File: config.mk
export PLATFORM = sky130hd
export DESIGN_NAME = ascii_hex_frame_builder_unit
export DESIGN_NICKNAME = d
export VERILOG_FILES = /design/src/hw/rtl/ahfb_pkg.sv /design/src/hw/rtl/ascii_hex_frame_builder_unit.sv /design/src/hw/rtl/ahfb_frame_logic.sv /design/src/hw/rtl/ahfb_serializer.sv
export SDC_FILE = /design/constraint.sdc
export NUM_CORES = 1
export LEC_CHECK = 0
export BUFFER_PORTS_ARGS = -buffer_cell sky130_fd_sc_hd__buf_2
export CORE_MARGIN = 2
export CORE_UTILIZATION = 50
export CTS_CLUSTER_SIZE = 40
export DETAILED_ROUTE_END_ITERATION = 6
export GPL_TIMING_DRIVEN = 0
export PLACE_DENSITY = 0.67
export SYNTH_ARGS = -nofsm -noshare
export SYNTH_HDL_FRONTEND = slang
export SYNTH_SLANG_ARGS = --single-unit
File: constraint.sdc
create_clock -name clk -period 10.44 [get_ports clk]
set_input_delay 1.566 -clock clk [delete_from_list [all_inputs] [get_ports clk]]
set_output_delay 1.566 -clock clk [all_outputs]
set_load 0.01 [all_outputs]
File: src/hw/rtl/ahfb_pkg.sv
// Package for the ASCII hex frame builder: word and state types, control
// characters and the hex digit encoder. No dependencies.
`timescale 1ns / 1ps

package ahfb_pkg;

  localparam logic [7:0] SYM_STX    = 8'h02;
  localparam logic [7:0] SYM_ETX    = 8'h03;
  localparam logic [7:0] SYM_ERROR  = 8'h00;
  localparam logic [7:0] MIN_LENGTH = 8'd4;

  // Most words one input item can produce: STX, two length digits, the
  // payload byte, two checksum digits and ETX.
  localparam int MAX_RESULTS = 7;
  localparam int CNT_W       = $clog2(MAX_RESULTS + 1);

  typedef struct packed {
    logic [7:0] data;
    logic       fend;
    logic       ferr;
  } entry_t;

  typedef entry_t [MAX_RESULTS-1:0] entry_list_t;

  typedef struct packed {
    logic [CNT_W-1:0] cnt;
    entry_list_t      list;
  } result_set_t;

  typedef struct packed {
    logic [7:0] checksum;
    logic [7:0] seen;
    logic [7:0] decl;
    logic       in_frame;
    logic       rejected;
  } frame_state_t;

  localparam entry_t ERROR_ENTRY = '{data: SYM_ERROR, fend: 1'b1, ferr: 1'b1};

  function automatic logic [7:0] hex_digit(input logic [3:0] nib);
    logic [7:0] wide;
    wide = {4'h0, nib};
    return (nib < 4'd10) ? (8'h30 + wide) : (8'h37 + wide);
  endfunction

endpackage

File: src/hw/rtl/ascii_hex_frame_builder_unit.sv
// ASCII hex frame builder top level: input register, frame state and the
// output serializer. Uses ahfb_pkg, ahfb_frame_logic and ahfb_serializer.
// An accepted item is captured in the input register and is loaded into the
// serializer once that is free; its first word is offered from the serializer.
// Throughput: one output word per cycle while out_stall is low; an item gives
// zero to seven words, and the next item loads as the last word leaves.
// Reset (synchronous, rst_n low) empties both registers and clears the frame
// state, so the next item opens a new frame.
`timescale 1ns / 1ps

module ascii_hex_frame_builder_unit (
  input  logic       clk,
  input  logic       rst_n,
  input  logic       in_valid,
  output logic       in_stall,
  input  logic [7:0] in_payload_byte,
  input  logic [7:0] in_frame_length,
  input  logic       in_end_of_payload,
  output logic       out_valid,
  input  logic       out_stall,
  output logic [7:0] out_byte,
  output logic       out_frame_end,
  output logic       out_frame_error
);

  logic                   hold_valid_r;
  logic                   hold_valid_nxt;
  logic [7:0]             hold_byte_r;
  logic [7:0]             hold_len_r;
  logic                   hold_last_r;
  ahfb_pkg::frame_state_t st_r;
  ahfb_pkg::frame_state_t st_nxt;
  ahfb_pkg::result_set_t  res;
  logic                   ser_free;
  logic                   load;
  logic                   in_take;

  assign load     = hold_valid_r && ser_free;
  assign in_stall = hold_valid_r && !ser_free;
  assign in_take  = in_valid && !in_stall;

  always_comb begin
    hold_valid_nxt = hold_valid_r;
    if (in_take) begin
      hold_valid_nxt = 1'b1;
    end else if (load) begin
      hold_valid_nxt = 1'b0;
    end
  end

  ahfb_frame_logic u_logic (
    .payload_byte   (hold_byte_r),
    .frame_length   (hold_len_r),
    .end_of_payload (hold_last_r),
    .st             (st_r),
    .st_nxt         (st_nxt),
    .res            (res)
  );

  ahfb_serializer u_ser (
    .clk             (clk),
    .rst_n           (rst_n),
    .load            (load),
    .load_set        (res),
    .free            (ser_free),
    .out_valid       (out_valid),
    .out_stall       (out_stall),
    .out_byte        (out_byte),
    .out_frame_end   (out_frame_end),
    .out_frame_error (out_frame_error)
  );

  always_ff @(posedge clk) begin
    if (!rst_n) begin
      hold_valid_r <= 1'b0;
      st_r         <= '0;
    end else begin
      hold_valid_r <= hold_valid_nxt;
      if (load) begin
        st_r <= st_nxt;
      end
    end
  end

  always_ff @(posedge clk) begin
    if (in_take) begin
      hold_byte_r <= in_payload_byte;
      hold_len_r  <= in_frame_length;
      hold_last_r <= in_end_of_payload;
    end
  end

endmodule

File: src/hw/rtl/ahfb_frame_logic.sv
// Combinational frame logic: from the current frame state and one input item,
// builds the list of output words and the next frame state. Uses ahfb_pkg.
`timescale 1ns / 1ps

module ahfb_frame_logic (
  input  logic [7:0]            payload_byte,
  input  logic [7:0]            frame_length,
  input  logic                  end_of_payload,
  input  ahfb_pkg::frame_state_t st,
  output ahfb_pkg::frame_state_t st_nxt,
  output ahfb_pkg::result_set_t  res
);

  logic       discard;
  logic       head;
  logic       short_len;
  logic       overflow;
  logic [7:0] len_hi;
  logic [7:0] len_lo;
  logic [7:0] cs_base;
  logic [7:0] cs_after;
  logic [7:0] seen_after;
  logic [7:0] decl_eff;
  logic       mismatch;
  ahfb_pkg::entry_t             tail0;
  ahfb_pkg::entry_t             tail1;
  ahfb_pkg::entry_t             tail2;
  ahfb_pkg::entry_t             pay;
  logic [ahfb_pkg::CNT_W-1:0]   tail_cnt;

  assign discard    = st.in_frame && st.rejected;
  assign head       = !st.in_frame;
  assign short_len  = head && (frame_length < ahfb_pkg::MIN_LENGTH);
  assign overflow   = st.in_frame && !st.rejected && (st.seen >= st.decl);
  assign len_hi     = ahfb_pkg::hex_digit(frame_length[7:4]);
  assign len_lo     = ahfb_pkg::hex_digit(frame_length[3:0]);
  // The length digits count toward the checksum, STX does not.
  assign cs_base    = head ? (8'h00 - len_hi - len_lo) : st.checksum;
  assign cs_after   = cs_base - payload_byte;
  assign seen_after = (head ? 8'h00 : st.seen) + 8'd1;
  assign decl_eff   = head ? frame_length : st.decl;
  assign mismatch   = seen_after != decl_eff;

  always_comb begin
    pay   = '{data: payload_byte, fend: 1'b0, ferr: 1'b0};
    tail1 = '{data: ahfb_pkg::hex_digit(cs_after[3:0]), fend: 1'b0, ferr: 1'b0};
    tail2 = '{data: ahfb_pkg::SYM_ETX, fend: 1'b1, ferr: 1'b0};
    if (mismatch) begin
      tail0    = ahfb_pkg::ERROR_ENTRY;
      tail_cnt = ahfb_pkg::CNT_W'(1);
    end else begin
      tail0    = '{data: ahfb_pkg::hex_digit(cs_after[7:4]), fend: 1'b0, ferr: 1'b0};
      tail_cnt = ahfb_pkg::CNT_W'(3);
    end
    if (!end_of_payload) begin
      tail_cnt = '0;
    end
  end

  always_comb begin
    st_nxt   = st;
    res.cnt  = '0;
    res.list = '0;
    if (discard) begin
      if (end_of_payload) begin
        st_nxt.in_frame = 1'b0;
        st_nxt.rejected = 1'b0;
      end
    end else if (short_len || overflow) begin
      res.list[0] = ahfb_pkg::ERROR_ENTRY;
      res.cnt     = ahfb_pkg::CNT_W'(1);
      if (short_len) begin
        st_nxt.decl     = frame_length;
        st_nxt.checksum = 8'h00;
        st_nxt.seen     = 8'h00;
      end
      st_nxt.in_frame = !end_of_payload;
      st_nxt.rejected = !end_of_payload;
    end else begin
      st_nxt.decl     = decl_eff;
      st_nxt.checksum = cs_after;
      st_nxt.seen     = seen_after;
      st_nxt.in_frame = !end_of_payload;
      st_nxt.rejected = 1'b0;
      if (head) begin
        res.list[0] = '{data: ahfb_pkg::SYM_STX, fend: 1'b0, ferr: 1'b0};
        res.list[1] = '{data: len_hi, fend: 1'b0, ferr: 1'b0};
        res.list[2] = '{data: len_lo, fend: 1'b0, ferr: 1'b0};
        res.list[3] = pay;
        res.list[4] = tail0;
        res.list[5] = tail1;
        res.list[6] = tail2;
        res.cnt     = ahfb_pkg::CNT_W'(4) + tail_cnt;
      end else begin
        res.list[0] = pay;
        res.list[1] = tail0;
        res.list[2] = tail1;
        res.list[3] = tail2;
        res.cnt     = ahfb_pkg::CNT_W'(1) + tail_cnt;
      end
    end
  end

endmodule

File: src/hw/rtl/ahfb_serializer.sv
// Output serializer: holds the words built for one item and sends them one
// per handshake, entry 0 first. Uses ahfb_pkg.
`timescale 1ns / 1ps

module ahfb_serializer (
  input  logic                  clk,
  input  logic                  rst_n,
  input  logic                  load,
  input  ahfb_pkg::result_set_t load_set,
  output logic                  free,
  output logic                  out_valid,
  input  logic                  out_stall,
  output logic [7:0]            out_byte,
  output logic                  out_frame_end,
  output logic                  out_frame_error
);

  ahfb_pkg::entry_list_t       list_r;
  ahfb_pkg::entry_list_t       list_nxt;
  logic [ahfb_pkg::CNT_W-1:0]  cnt_r;
  logic [ahfb_pkg::CNT_W-1:0]  cnt_nxt;
  logic                        take;

  assign out_valid       = cnt_r != '0;
  assign take            = out_valid && !out_stall;
  // Free when empty or when the last word leaves at this edge.
  assign free            = !out_valid || (take && (cnt_r == ahfb_pkg::CNT_W'(1)));
  assign out_byte        = list_r[0].data;
  assign out_frame_end   = list_r[0].fend;
  assign out_frame_error = list_r[0].ferr;

  always_comb begin
    list_nxt = list_r;
    cnt_nxt  = cnt_r;
    if (load) begin
      list_nxt = load_set.list;
      cnt_nxt  = load_set.cnt;
    end else if (take) begin
      list_nxt = {ahfb_pkg::entry_t'('0), list_r[ahfb_pkg::MAX_RESULTS-1:1]};
      cnt_nxt  = cnt_r - ahfb_pkg::CNT_W'(1);
    end
  end

  always_ff @(posedge clk) begin
    if (!rst_n) begin
      cnt_r <= '0;
    end else begin
      cnt_r <= cnt_nxt;
    end
  end

  always_ff @(posedge clk) begin
    list_r <= list_nxt;
  end

endmodule

# After elaboration in Yosys (flattened, before gate mapping)
# Index checks and enable logic that the tools add are counted.
dict set report word_totals {
  register_bits 117
  in_bits 21
}
dict set report op_classes {
  add_sub_neg 15
  magnitude_cmp 6
  eq_ne 4
  n_mux 27
  bitwise_logic 1
  n_reduce_logical 23
}
# cell count
set op_table {}
lappend op_table {{$mux W70} 2}
lappend op_table {{$mux W73} 1}
lappend op_table {{$mux W60} 1}
lappend op_table {{$add A6 B4 Y7 const A} 8}
lappend op_table {{$mux W8} 7}
lappend op_table {{$mux W24} 2}
lappend op_table {{$mux W40} 1}
lappend op_table {{$mux W26} 1}
lappend op_table {{$mux W10} 2}
lappend op_table {{$lt A4 B4 Y1 const B} 4}
lappend op_table {{$sub A8 B8 Y8} 2}
lappend op_table {{$mux W3} 4}
lappend op_table {{$logic_and A1 B1 Y1} 9}
lappend op_table {{$add A8 B1 Y8 const B} 1}
lappend op_table {{$ge A8 B8 Y1} 1}
lappend op_table {{$lt A8 B3 Y1 const B} 1}
lappend op_table {{$mux W2} 4}
lappend op_table {{$ne A8 B8 Y1} 1}
lappend op_table {{$sub A1 B8 Y8 const A} 1}
lappend op_table {{$logic_not A1 Y1} 7}
lappend op_table {{$reduce_bool A2 Y1} 2}
lappend op_table {{$add A1 B2 Y3 const A} 1}
lappend op_table {{$add A3 B2 Y3 const A} 1}
lappend op_table {{$eq A3 B1 Y1 const B} 1}
lappend op_table {{9 further kinds} 11}

# Logic depth before layout (Yosys ltp)
dict set report depth {
  ltp_word 13
  mapped_depth 21
  mapped_depth_nobuf 21
}

# Cells and area by module
# From an unflattened synthesis, not the netlist that was laid out.
dict set report hier_totals {
  hier_cells 707
  area_unflattened_um2 7324.5
}
# module n_inst cells_per_inst area_each_um2
set by_module_without_submodules {}
lappend by_module_without_submodules {ahfb_serializer 1 185 3215.6}
lappend by_module_without_submodules {ahfb_frame_logic 1 381 2467.4}
lappend by_module_without_submodules {ascii_hex_frame_builder_unit 1 141 1641.6}

# Worst setup path after synthesis
# No wires, ideal clock.
dict set report synth_timing {
  kind {register to register}
  start {register hold_len_r[5]}
  end {register u_ser.list_r[17] (netlist bit) (data pin)}
  setup_time_ps 256
  arrival_time_ps 3978
  t_required_ps 10184
  setup_slack_ps 6205
  path_stages_with_launch 22
  n_path_buf 0
  period_less_slack_ps 4235
  cell_sequence {edfxtp_1 > inv_1 > ha_1 > nand2_1 > nor3_1 > a21oi_1 > ha_1 > ha_1 > a21o_1 > a21oi_1 > o21bai_1 > a21oi_1 > xor2_1 > o21ai_0 > ha_1 > a21oi_1 > o22ai_1 > a211oi_2 > xnor2_2 > a21boi_4 > o22ai_1 > a22o_1}
}
# element line_no
set synth_rtl {}
lappend synth_rtl {{from (decl)} ascii_hex_frame_builder_unit.sv:29} ;# logic [7:0] hold_len_r;
lappend synth_rtl {{from (signal assigned)} ascii_hex_frame_builder_unit.sv:88} ;# hold_len_r <= in_frame_length;
lappend synth_rtl {{to (signal assigned)} ahfb_serializer.sv:53} ;# list_r <= list_nxt;
lappend synth_rtl {{to (decl)} ahfb_serializer.sv:18} ;# ahfb_pkg::entry_list_t list_r;

==> summary.md <==
| Metric | Value |
|---|---|
| Count of maximum capacitance violations | `0` |
| Fraction of layout cells with a size suffix above 1 | `13.76%` |
| Initial antenna violation count | `0` |
| Post-route antenna net violation count | `0` |
| Power density over the cells | `319.4 nW/um^2` |
| Final critical-path share of the clock period | `between 50% and 60%` |
| Startpoint type of the worst setup path | `register` |
| Status | `completed` |
| Slew headroom | `45.93%` |
| Most instantiated flip-flop cell in the synthesis netlist | `sky130_fd_sc_hd__edfxtp_1` |
| Buffer count from post-CTS setup fixing | `0` |
| Final hold violation count | `0` |
| Floorplan die area | `approximately 13000 um^2` |
| H-tree depth | `3` |
| Clock root cell | `sky130_fd_sc_hd__clkbuf_16` |
| Global placement routability congestion | `0.8769` |
| Maximum fanout along the worst path | `9` |
| Number of top-level pins | `33` |
| Die Span X | `113.7 um` |
| Mean number of vias per cell | `5.766` |
| EDFF count, synth | `75` |
| CP Buf/Inv Count | `1` |
| Cell with the largest stage delay on the worst path | `sky130_fd_sc_hd__a21boi_0` |
| Total nets after synthesis | `657` |
| Most area-hungry cell type in the Yosys netlist | `sky130_fd_sc_hd__edfxtp_1` |
| Violation count after the first detailed-route iteration | `about 360` |
| Total leakage power | `approximately 2.7 nW` |
| Router iterations before antenna repair | `5` |
| Maximum buffer depth of the clock tree | `2` |
| Clock slew at reported path FFs | `0.07 ns` |
| Layout overhead on the synthesized area | `11.46%` |
| Distinct cell type count of the synthesized netlist | `72` |
| CP peak stage delay | `between 0.7 and 0.8 ns` |
| Pre-CTS setup slack | `5.245 ns` |
| Estimated wirelength of the detail-placed design | `approximately 11000 um` |
| Via count | `4578` |
| Wire length of the first global-routing pass | `22750 um` |
| Mapped Area | `6017 um^2` |
| Most frequent cell on the critical path | `sky130_fd_sc_hd__ha_1` |
| Filler cells | `1053` |
| Worst hold path type | `register to register` |
| Setup repair after global routing missed its margin | `false` |
| Type of the worst setup path | `register to register` |
| Fmax | `189.1 MHz` |
| Total Neg Setup Slack | `0 ns` |
| Final count of negative-setup-slack endpoints | `0` |
| Synthesis-stage register bit count | `105` |
| Placeable core region | `~12000 um^2` |
| Total overflow reported by the global router | `0` |
| Final min period | `5.288 ns` |
| Max Transition Viols Final | `0` |
| Maximum number of pins on one net before global-route repair | `60` |
| Worst slew pin tran | `0.8038 ns` |
| Wirelength, routed | `14340 um` |
| Required time at the worst-slack endpoint | `10.53 ns` |
| Dominant delay contributor by cell family on the critical path | `compound AO/OA/AOI/OAI gates` |
| Post-layout net count | `702` |
| Ant. Diodes | `0` |
| Height of the die | `113.7 um` |
| Share of synthesized flip-flops with an asynchronous set or reset | `0%` |
| Number of warnings printed during yosys synthesis | `0` |
| Number of buffers inserted during clock tree synthesis | `9` |
| Count leader, synth | `sky130_fd_sc_hd__nand2_1` |
| Final Total Pwr | `0.002142 W` |
| Layout Skew | `roughly 0.008 ns` |
| Post-Syn Instances | `slightly below 600` |
| Synthesized area divided by synthesized cell count | `10.08 um^2` |
| Effective utilization at floorplan | `50.73%` |
| Post-detailed-route wirelength per cell | `18.07 um` |
| Kind of capture point of the worst setup path | `register` |
| Ordered list of cells on the worst path | `nor2b_1 -> a21boi_0 -> ha_1 -> ha_1 -> inv_1 -> o21bai_1 -> a21oi_1 -> xor2_1 -> o21ai_0 -> ha_1 -> a21oi_1 -> o22ai_1 -> a211oi_2 -> xnor2_2 -> a21boi_4 -> xor2_2 -> o221ai_1` |
| Post-route DRC violation count | `0` |
| Crit path setup slack, layout | `5.152 ns` |
| Clock latency on the worst-skew pair | `0.36 ns` |
| TritonCTS sink count | `105` |
| Number of global-route vias before repair | `4385` |
| Sequential share of the synthesized area | `between 40% and 50%` |
| Cts-stage hold buffer count | `0` |
| Number of standard-cell rows in the floorplan | `40` |
| Final hold slack | `between 0.4 and 0.5 ns` |
| Count of port buffers added during placement | `32` |
| Largest vdd supply drop | `217.3 uV` |
| List of most frequent post-synthesis cells | `sky130_fd_sc_hd__nand2_1, sky130_fd_sc_hd__edfxtp_1, sky130_fd_sc_hd__o21ai_0` |
| CTS tree | `built` |
| Total global-route track usage | `between 20% and 30%` |
| Area share of the leading cell type in the synthesized netlist | `37.43%` |
| Number of gates resized after CTS | `0` |
| CP Data Arrival Time | `between 5 and 6 ns` |
| Most area-consuming cells after synthesis | `sky130_fd_sc_hd__edfxtp_1, sky130_fd_sc_hd__dfxtp_1, sky130_fd_sc_hd__ha_1` |
placed cells by master (no fill, tap or decap), types with 9 or more instances in the layout:
cell type,netlist,final
sky130_fd_sc_hd__a21o_1,10,10
sky130_fd_sc_hd__a21oi_1,46,46
sky130_fd_sc_hd__buf_2,3,35
sky130_fd_sc_hd__clkbuf_1,15,15
sky130_fd_sc_hd__clkbuf_16,0,9
sky130_fd_sc_hd__dfxtp_1,30,30
sky130_fd_sc_hd__edfxtp_1,75,75
sky130_fd_sc_hd__ha_1,37,37
sky130_fd_sc_hd__inv_1,36,36
sky130_fd_sc_hd__nand2_1,77,77
sky130_fd_sc_hd__nor2_1,31,31
sky130_fd_sc_hd__nor2b_1,13,12
sky130_fd_sc_hd__o21ai_0,54,54
sky130_fd_sc_hd__or3_1,11,11
sky130_fd_sc_hd__xnor2_1,18,18
sky130_fd_sc_hd__xor2_1,10,10
routing by layer:
metal / global-route usage [%] / share of wire (%) / vias to the layer above
met4: 7.236 / 2.0 / 0
met3: 4.835 / 5.1 / 24
met5: 0 / 0 / -
li1: - / - / 2224
met2: 38.88 / 48 / 138
met1: 30.07 / 45 / 2192
metrics by stage:
step           area [um^2]  utilization (%)  cells
2_1_floorplan         6017                -    597
3_3_place_gp          6361            53.63    776
3_5_place_dp          6391            53.88    777
4_1_cts               6686            56.37    793
5_1_grt               6706            56.54    794
6_report              6706            56.54    794
cell families after synthesis:
| kind of cell | after synthesis | synth area share, % |
|---|---|---|
| and+or+nand+nor | 183 | 15.14 |
| AOI/OAI and AO/OA | 162 | 17.55 |
| DFF | 105 | 47.41 |
| buffers and inverters | 69 | 5.282 |
| adders and majority gates | 39 | 8.359 |
| xor gates and xnor gates | 31 | 4.887 |
| muxes | 8 | 1.372 |
final timing paths:
check                           slack, ns          endpoint     startpoint  cells past startpoint
worst max-delay path                 5.15  u_ser.list_r[12]  hold_len_r[7]                     17
worst min-delay path                 0.45          st_r[20]       st_r[20]                      2
worst max register to register       5.15  u_ser.list_r[12]  hold_len_r[7]                     17
worst min register to register       0.45          st_r[20]       st_r[20]                      2
final cells by class:
type / count / area, um^2 / area share [%]
plain buffers: 30 / 168.9 / 2.519
inverters: 39 / 148.9 / 2.220
clock buffers: 9 / 225.2 / 3.358
repair buffers: 34 / 207.7 / 3.097
well taps: 147 / 183.9 / 2.743
clock inverters: 7 / 70.07 / 1.045
multi-input cells: 423 / 2849 / 42.48
flip-flops and latches: 105 / 2853 / 42.54
flip-flops by register name, indices dropped and copies added, names as in the netlist:
signal,cells
u_ser.list_r,48
st_r,26
hold_byte_r,8
hold_len_r,8
u_ser.out_byte,8
u_ser.cnt_r,3
hold_last_r,1
hold_valid_r,1
u_ser.out_frame_end,1
u_ser.out_frame_error,1
worst min-delay path, cell delays in order, from the launching register on:
cell                      delay [ns]
sky130_fd_sc_hd__dfxtp_1        0.31
sky130_fd_sc_hd__nand2_1        0.05
sky130_fd_sc_hd__a21oi_1        0.05
power by group:
part,total [W],internal (W),switching (W)
logic,0.00109,0.000422,0.000668
registers,0.000708,0.000656,0.0000523
clock network,0.000344,0.000186,0.000158
No activity file was read; power rests on OpenSTA's default activity.
